### config.mk
export PLATFORM = sky130hd
export DESIGN_NAME = wlc_scan
export DESIGN_NICKNAME = d
export VERILOG_FILES = /design/src/rtl/core/wlc_pkg.sv /design/src/rtl/core/wlc_scan.sv
export SDC_FILE = /design/constraint.sdc
export NUM_CORES = 1
export LEC_CHECK = 0
export ABC_AREA = 1
export ABC_CLOCK_PERIOD_IN_PS = 5600
export CORE_ASPECT_RATIO = 1.4
export CORE_MARGIN = 2
export CORE_UTILIZATION = 50
export CTS_CLUSTER_DIAMETER = 30
export DETAILED_ROUTE_END_ITERATION = 7
export DONT_BUFFER_PORTS = 1
export GPL_TIMING_DRIVEN = 0
export PLACE_DENSITY_LB_ADDON = 0.12
export SLEW_MARGIN = 25
export SYNTH_ARGS = -nofsm -noshare
export SYNTH_HDL_FRONTEND = slang
export SYNTH_SLANG_ARGS = --single-unit
### constraint.sdc
create_clock -name clk -period 5.6 [get_ports clk]
set_clock_uncertainty 0.2 [all_clocks]
set_input_delay 1.12 -clock clk [delete_from_list [all_inputs] [get_ports clk]]
set_output_delay 1.12 -clock clk [all_outputs]
set_load 0.1 [all_outputs]
### src/rtl/core/wlc_pkg.sv
// shared types and codes for the mirrored wear level usage counter
// used by wlc_scan and the core module; depends on nothing
`timescale 1ns / 1ps

package wlc_pkg;

	localparam int TOTAL_W   = 32;
	localparam int MINUTES_W = 16;
	localparam int SLOT_OUT_W = 8;

	typedef enum logic [1:0] {
		OP_READ   = 2'd0,
		OP_ADD    = 2'd1,
		OP_RESCAN = 2'd2,
		OP_SPARE  = 2'd3
	} wlc_op_t;

	typedef enum logic [2:0] {
		S_IDLE,
		S_EVAL,
		S_WR,
		S_SCAN,
		S_SCAN_END,
		S_SCAN_OUT
	} wlc_state_t;

	// control from the sequencer to the rescan tracker
	typedef struct packed {
		logic clear;
		logic sample;
		logic p_ok;
		logic b_ok;
	} wlc_scan_ctl_t;

endpackage

### src/rtl/core/wlc_scan.sv
// rescan tracker: running maximum of valid primary and backup records
// depends on wlc_pkg
`timescale 1ns / 1ps

module wlc_scan #(
	parameter int SLOT_W = 8
) (
	input  logic                           clk,
	input  logic                           arst_n,
	input  wlc_pkg::wlc_scan_ctl_t         ctl,
	input  logic [SLOT_W-1:0]              idx,
	input  logic [wlc_pkg::TOTAL_W-1:0]    p_data,
	input  logic [wlc_pkg::TOTAL_W-1:0]    b_data,
	output logic [SLOT_W-1:0]              best_slot
);

	logic [wlc_pkg::TOTAL_W-1:0] pmax_q, bmax_q;
	logic [SLOT_W-1:0]           pslot_q, bslot_q;

	// strict compare keeps the earliest slot on ties and ignores zero values
	always_ff @(posedge clk or negedge arst_n) begin
		if (!arst_n) begin
			pmax_q  <= '0;
			bmax_q  <= '0;
			pslot_q <= '0;
			bslot_q <= '0;
		end else if (ctl.clear) begin
			pmax_q  <= '0;
			bmax_q  <= '0;
			pslot_q <= '0;
			bslot_q <= '0;
		end else if (ctl.sample) begin
			if (ctl.p_ok && (p_data > pmax_q)) begin
				pmax_q  <= p_data;
				pslot_q <= idx;
			end
			if (ctl.b_ok && (b_data > bmax_q)) begin
				bmax_q  <= b_data;
				bslot_q <= idx;
			end
		end
	end

	// with nothing found both slots stay zero
	assign best_slot = (bmax_q > pmax_q) ? bslot_q : pslot_q;

endmodule

Yosys cells after proc, flatten, opt, wreduce, memory -nomap -nowiden
Cells that the tools add are included.
{"block": "totals", "reg_bits": 80, "latch_bits": 0, "ram_bits": 0, "mem_bits_ro": 0, "input_bits": 78, "out_inout_bits": 8, "elab_cells": 27, "n_memories": 0}
{"block": "op_classes", "add_sub_neg": 0, "mul": 0, "div_mod_pow": 0, "magnitude_cmp": 3, "eq_ne": 0, "shifts": 0, "muxes": 13, "bitwise_logic": 0, "reduce_logical": 7}
{"operator": "$mux W32", "count": 6}
{"operator": "$gt A32 B32 Y1", "count": 3}
{"operator": "$mux W8", "count": 7}
{"operator": "$reduce_bool A2 Y1", "count": 3}
{"operator": "$reduce_and A2 Y1", "count": 2}
{"operator": "$logic_and A1 B1 Y1", "count": 2}

Longest topological paths before layout
{"block": "depth", "word_depth": 5, "mapped_depth": 17, "depth_no_buf": 16}

Least setup slack after synthesis
Ideal clock, no wire load.
{"block": "synth_timing", "kind": "reg2out", "from": "register bmax_q[31] in the netlist's numbering", "to": "output port best_slot[0]", "t_arrival_ps": 2188, "required_time_ps": 4280, "path_slack_ps": 2092, "stages_incl_launch_ff": 10, "path_buffers": 0, "path_cell_list": "dfrtp_1 -> ha_1 -> nand2_1 -> nor2_2 -> nand4_2 -> nor4_4 -> nand3b_4 -> nand2_4 -> nand2_1 -> nand2_1"}
{"block": "synth_between", "elab_chain_len": 2}
{"item": "start: declaration", "line_no": "wlc_scan.sv:17", "text": "logic [wlc_pkg::TOTAL_W-1:0] pmax_q, bmax_q;"}
{"item": "start signal: assignment", "line_no": "wlc_scan.sv:38", "text": "bmax_q <= b_data;"}
{"item": "$gt A32 B32 Y1", "line_no": "wlc_scan.sv:45", "text": "assign best_slot = (bmax_q > pmax_q) ? bslot_q : pslot_q;"}
{"item": "$mux W8", "line_no": "wlc_scan.sv:45"}
{"item": "end: declaration", "line_no": "wlc_scan.sv:14", "text": "output logic [SLOT_W-1:0] best_slot"}
Every way passes these cells.

Worst setup path in the final report
{"block": "layout_timing", "from": "register bmax_q[31] in the netlist's numbering", "to": "output port best_slot[7]"}
Same word-level chain as after synthesis.

==> flow_summary.json <==
{
  "status": "finished clean",
  "multi_input_area_mm2": 0.00352,
  "antenna_found_initial": 0,
  "cp_data_arrival_time_ns": 3.00,
  "layout_setup_ws_ns": 1.28,
  "ir_drop_mv": 0.207,
  "fin_cells": 954,
  "route.top_layer_used": "met4",
  "track_usage": 0.260,
  "vias_per_cell": 5.69,
  "synthAdderAreaFrac": 0.197,
  "syn2layout_area_growth_pct": 7.39,
  "diodes": 0,
  "avgSynthCellArea_um2": 7.70,
  "clock-sinks": 80,
  "ios": 86,
  "max_stage_delay_ns": 0.68,
  "r2r_start": "bmax_q[31]$_DFFE_PN0P_",
  "wl_met1_um": 6700,
  "synth_top_family_by_area": "simple AND/OR/NAND/NOR gates",
  "ys_warn_count": 0,
  "yosys_most_used_dff": "dfrtp_1",
  "rsz0062_at_grt": "false",
  "cts_root_buf": "clkbuf_16",
  "drcViolationCount": 0,
  "r2r_slack_ns": 3.21,
  "path_cells": "ha_1 > nand2_1 > nor2_2 > nand4_2 > nor4_4 > nand3b_4 > nand2_4 > nand2_1 > nand2_1",
  "drtPass1Iterations": 5,
  "p_leak_nw": 3.43,
  "synth-async-reset-ratio": 1.00,
  "final_nets": 976,
  "syn_nets": 965,
  "power_w": 0.00158,
  "grt-ovfl-total": 0,
  "hold_viol_final": 0,
  "htree_num_levels": 3,
  "dpl_worst_slack_ns": 1.66,
  "cts_resized": 0,
  "initial_core_util": 0.513,
  "fillCellCount": 1164,
  "ant_nets": 0,
  "dieArea_mm2": 0.0131,
  "synthMuxAreaShare": 0,
  "hpwl_um": 12700,
  "path_clk_slew_ns": 0.06,
  "gp_congestion": 0.911,
  "dr.first_iter.drc_count": 213,
  "relSlewSlack": 0.382,
  "grt_pass1_vias": 5625,
  "power_density_mw_per_mm2": 242,
  "max_freq_ghz": 0.231,
  "synthCells": 791,
  "dp.cells": 938,
  "hold_buffers": 0,
  "slowest_stage": "nand2_1",
  "avgRoutedWirePerCell_um": 17.1,
  "wirelength_um": 16300,
  "core_area_mm2": 0.0119,
  "row_count": 47,
  "path_buf_inv": 0,
  "grt_start_max_net_pins": 81,
  "cp_max_fo": 9,
  "route.met2.wl_um": 8200,
  "hold_ws_ns": 0.267,
  "numPortBuffers": 0,
  "synth-edff-count": 0,
  "setup_tns_ns": 0,
  "slew_viol_final": 0,
  "timing.rr.end": "bmax_q[27]$_DFFE_PN0P_",
  "cts_inserted_buffers": 9,
  "met3RoutedLength_um": 1080,
  "synth_seq_cells": 80,
  "ys_seq_area_frac": 0.329,
  "syn-cell-area_mm2": 0.00609,
  "cts_tree": "yes",
  "internal_power_w": 0.00104,
  "reg2reg_depth": 10,
  "path_class": "reg2out",
  "post-cts-setup-buffers": 0,
  "fp.dieH_um": 135,
  "grt_pass1_wl_um": 27300,
  "drive_gt1_frac": 0.0731,
  "synthXorXnorAreaFrac": 0,
  "hold_path.class": "in2async",
  "via_count": 5429,
  "die_w_um": 97.3,
  "insertion_delay_ns": 0.34,
  "synth_compound_area_frac": 0.0561,
  "crit_family": "simple AND/OR/NAND/NOR gates",
  "setup_viol": 0,
  "synthSimpleGateAreaFrac": 0.325,
  "p_sw_w": 0.000542,
  "setup.worst_path.start_class": "register",
  "maxCapViolCount": 0,
  "clockBufferDepth": 2,
  "regArea_mm2": 0.00200,
  "synth_cell_types": 28,
  "fin_crit_sh": 0.772,
  "end_kind": "primary output",
  "seq_power_share": 0.395,
  "comb_power_share": 0.256,
  "swShare": 0.342,
  "cp_data_required_time_ns": 4.28,
  "crit_top_cell": "nand2_1",
  "finalCriticalPeriod_ns": 4.32,
  "p_clk_frac": 0.349,
  "tightest_slew_ns": 0.925
}
==> through the flow <==
step                      cell area (um2)  utilization
final                                6540        0.551
after detailed placement             6280        0.528
after global routing                 6540        0.551
after CTS                            6540        0.551
after floorplan                      6090            -
after global placement               6280        0.528
==> how the worst max path moves through the flow <==
stage                                 startpoint  depth (start not counted)  slack, ns           end
after floorplan           bmax_q[31]$_DFFE_PN0P_                          9       2.09  best_slot[0]
final                     bmax_q[31]$_DFFE_PN0P_                          9       1.28  best_slot[7]
after global routing      bmax_q[31]$_DFFE_PN0P_                          9       1.15  best_slot[6]
after CTS                 bmax_q[31]$_DFFE_PN0P_                          9       1.27  best_slot[6]
after global placement    bmax_q[31]$_DFFE_PN0P_                          9       1.66  best_slot[7]
after detailed placement  bmax_q[31]$_DFFE_PN0P_                          9       1.66  best_slot[6]
==> synthesized netlist by cell type (4+ instances only) <==
library cell	n	area, um2
dfrtp_1	80	2000
nand3_1	111	556
nand4_1	69	432
nor2_1	33	124
a21oi_1	40	200
ha_1	96	1200
nand2_2	5	31.3
o21ai_0	8	40.0
o21a_1	4	30.0
clkbuf_1	15	56.3
inv_2	4	15.0
inv_1	91	342
buf_2	19	95.1
buf_6	4	45.0
nand2_1	190	713
==> cell families (layout without fill, tap and decap cells) <==
logic type,count (synthesis),count (layout)
AND/OR/NAND/NOR,418,418
buffers and inverters,137,153
adder cells (fa/ha/maj),96,96
flip-flops,80,80
AO/OA/AOI/OAI,60,60
==> cell type report <==
type	instances	share of cell area
Buffer	40	0.0312
Tap cell	147	0.0281
Clock inverter	4	0.00306
Sequential cell	80	0.306
Clock buffer	12	0.0377
Multi-Input combinational cell	574	0.538
Inverter	97	0.0557
==> power groups by stage <==
stage               registers [W]  logic, W  clock network [W]
floorplan                0.000630  0.000317                  0
global placement         0.000635  0.000392                  0
detailed placement       0.000636  0.000404                  0
CTS                      0.000625  0.000407           0.000559
global route             0.000629  0.000461           0.000584
finish                   0.000626  0.000406           0.000553
==> placed cells by master (no fill, tap or decap), drive strengths merged, types with 8 or more instances in the layout <==
cell / count
ha: 96
nand4: 71
inv: 95
nand3: 111
nand2: 198
o21ai: 8
a21oi: 43
clkbuf: 27
buf: 25
nor2: 36
dfrtp: 80
==> sequential cells by signal (all words and copies together) (netlist names) <==
register and cells:
pslot_q 8, bmax_q 32, bslot_q 8, pmax_q 32
==> per-layer routing <==
metal  track usage  up-vias
li1              -     2696
met1         0.312     2539
met2         0.476      168
met3        0.0569       26
met4        0.0617        0
met5             0        -
(Power assumes the default switching activity.)
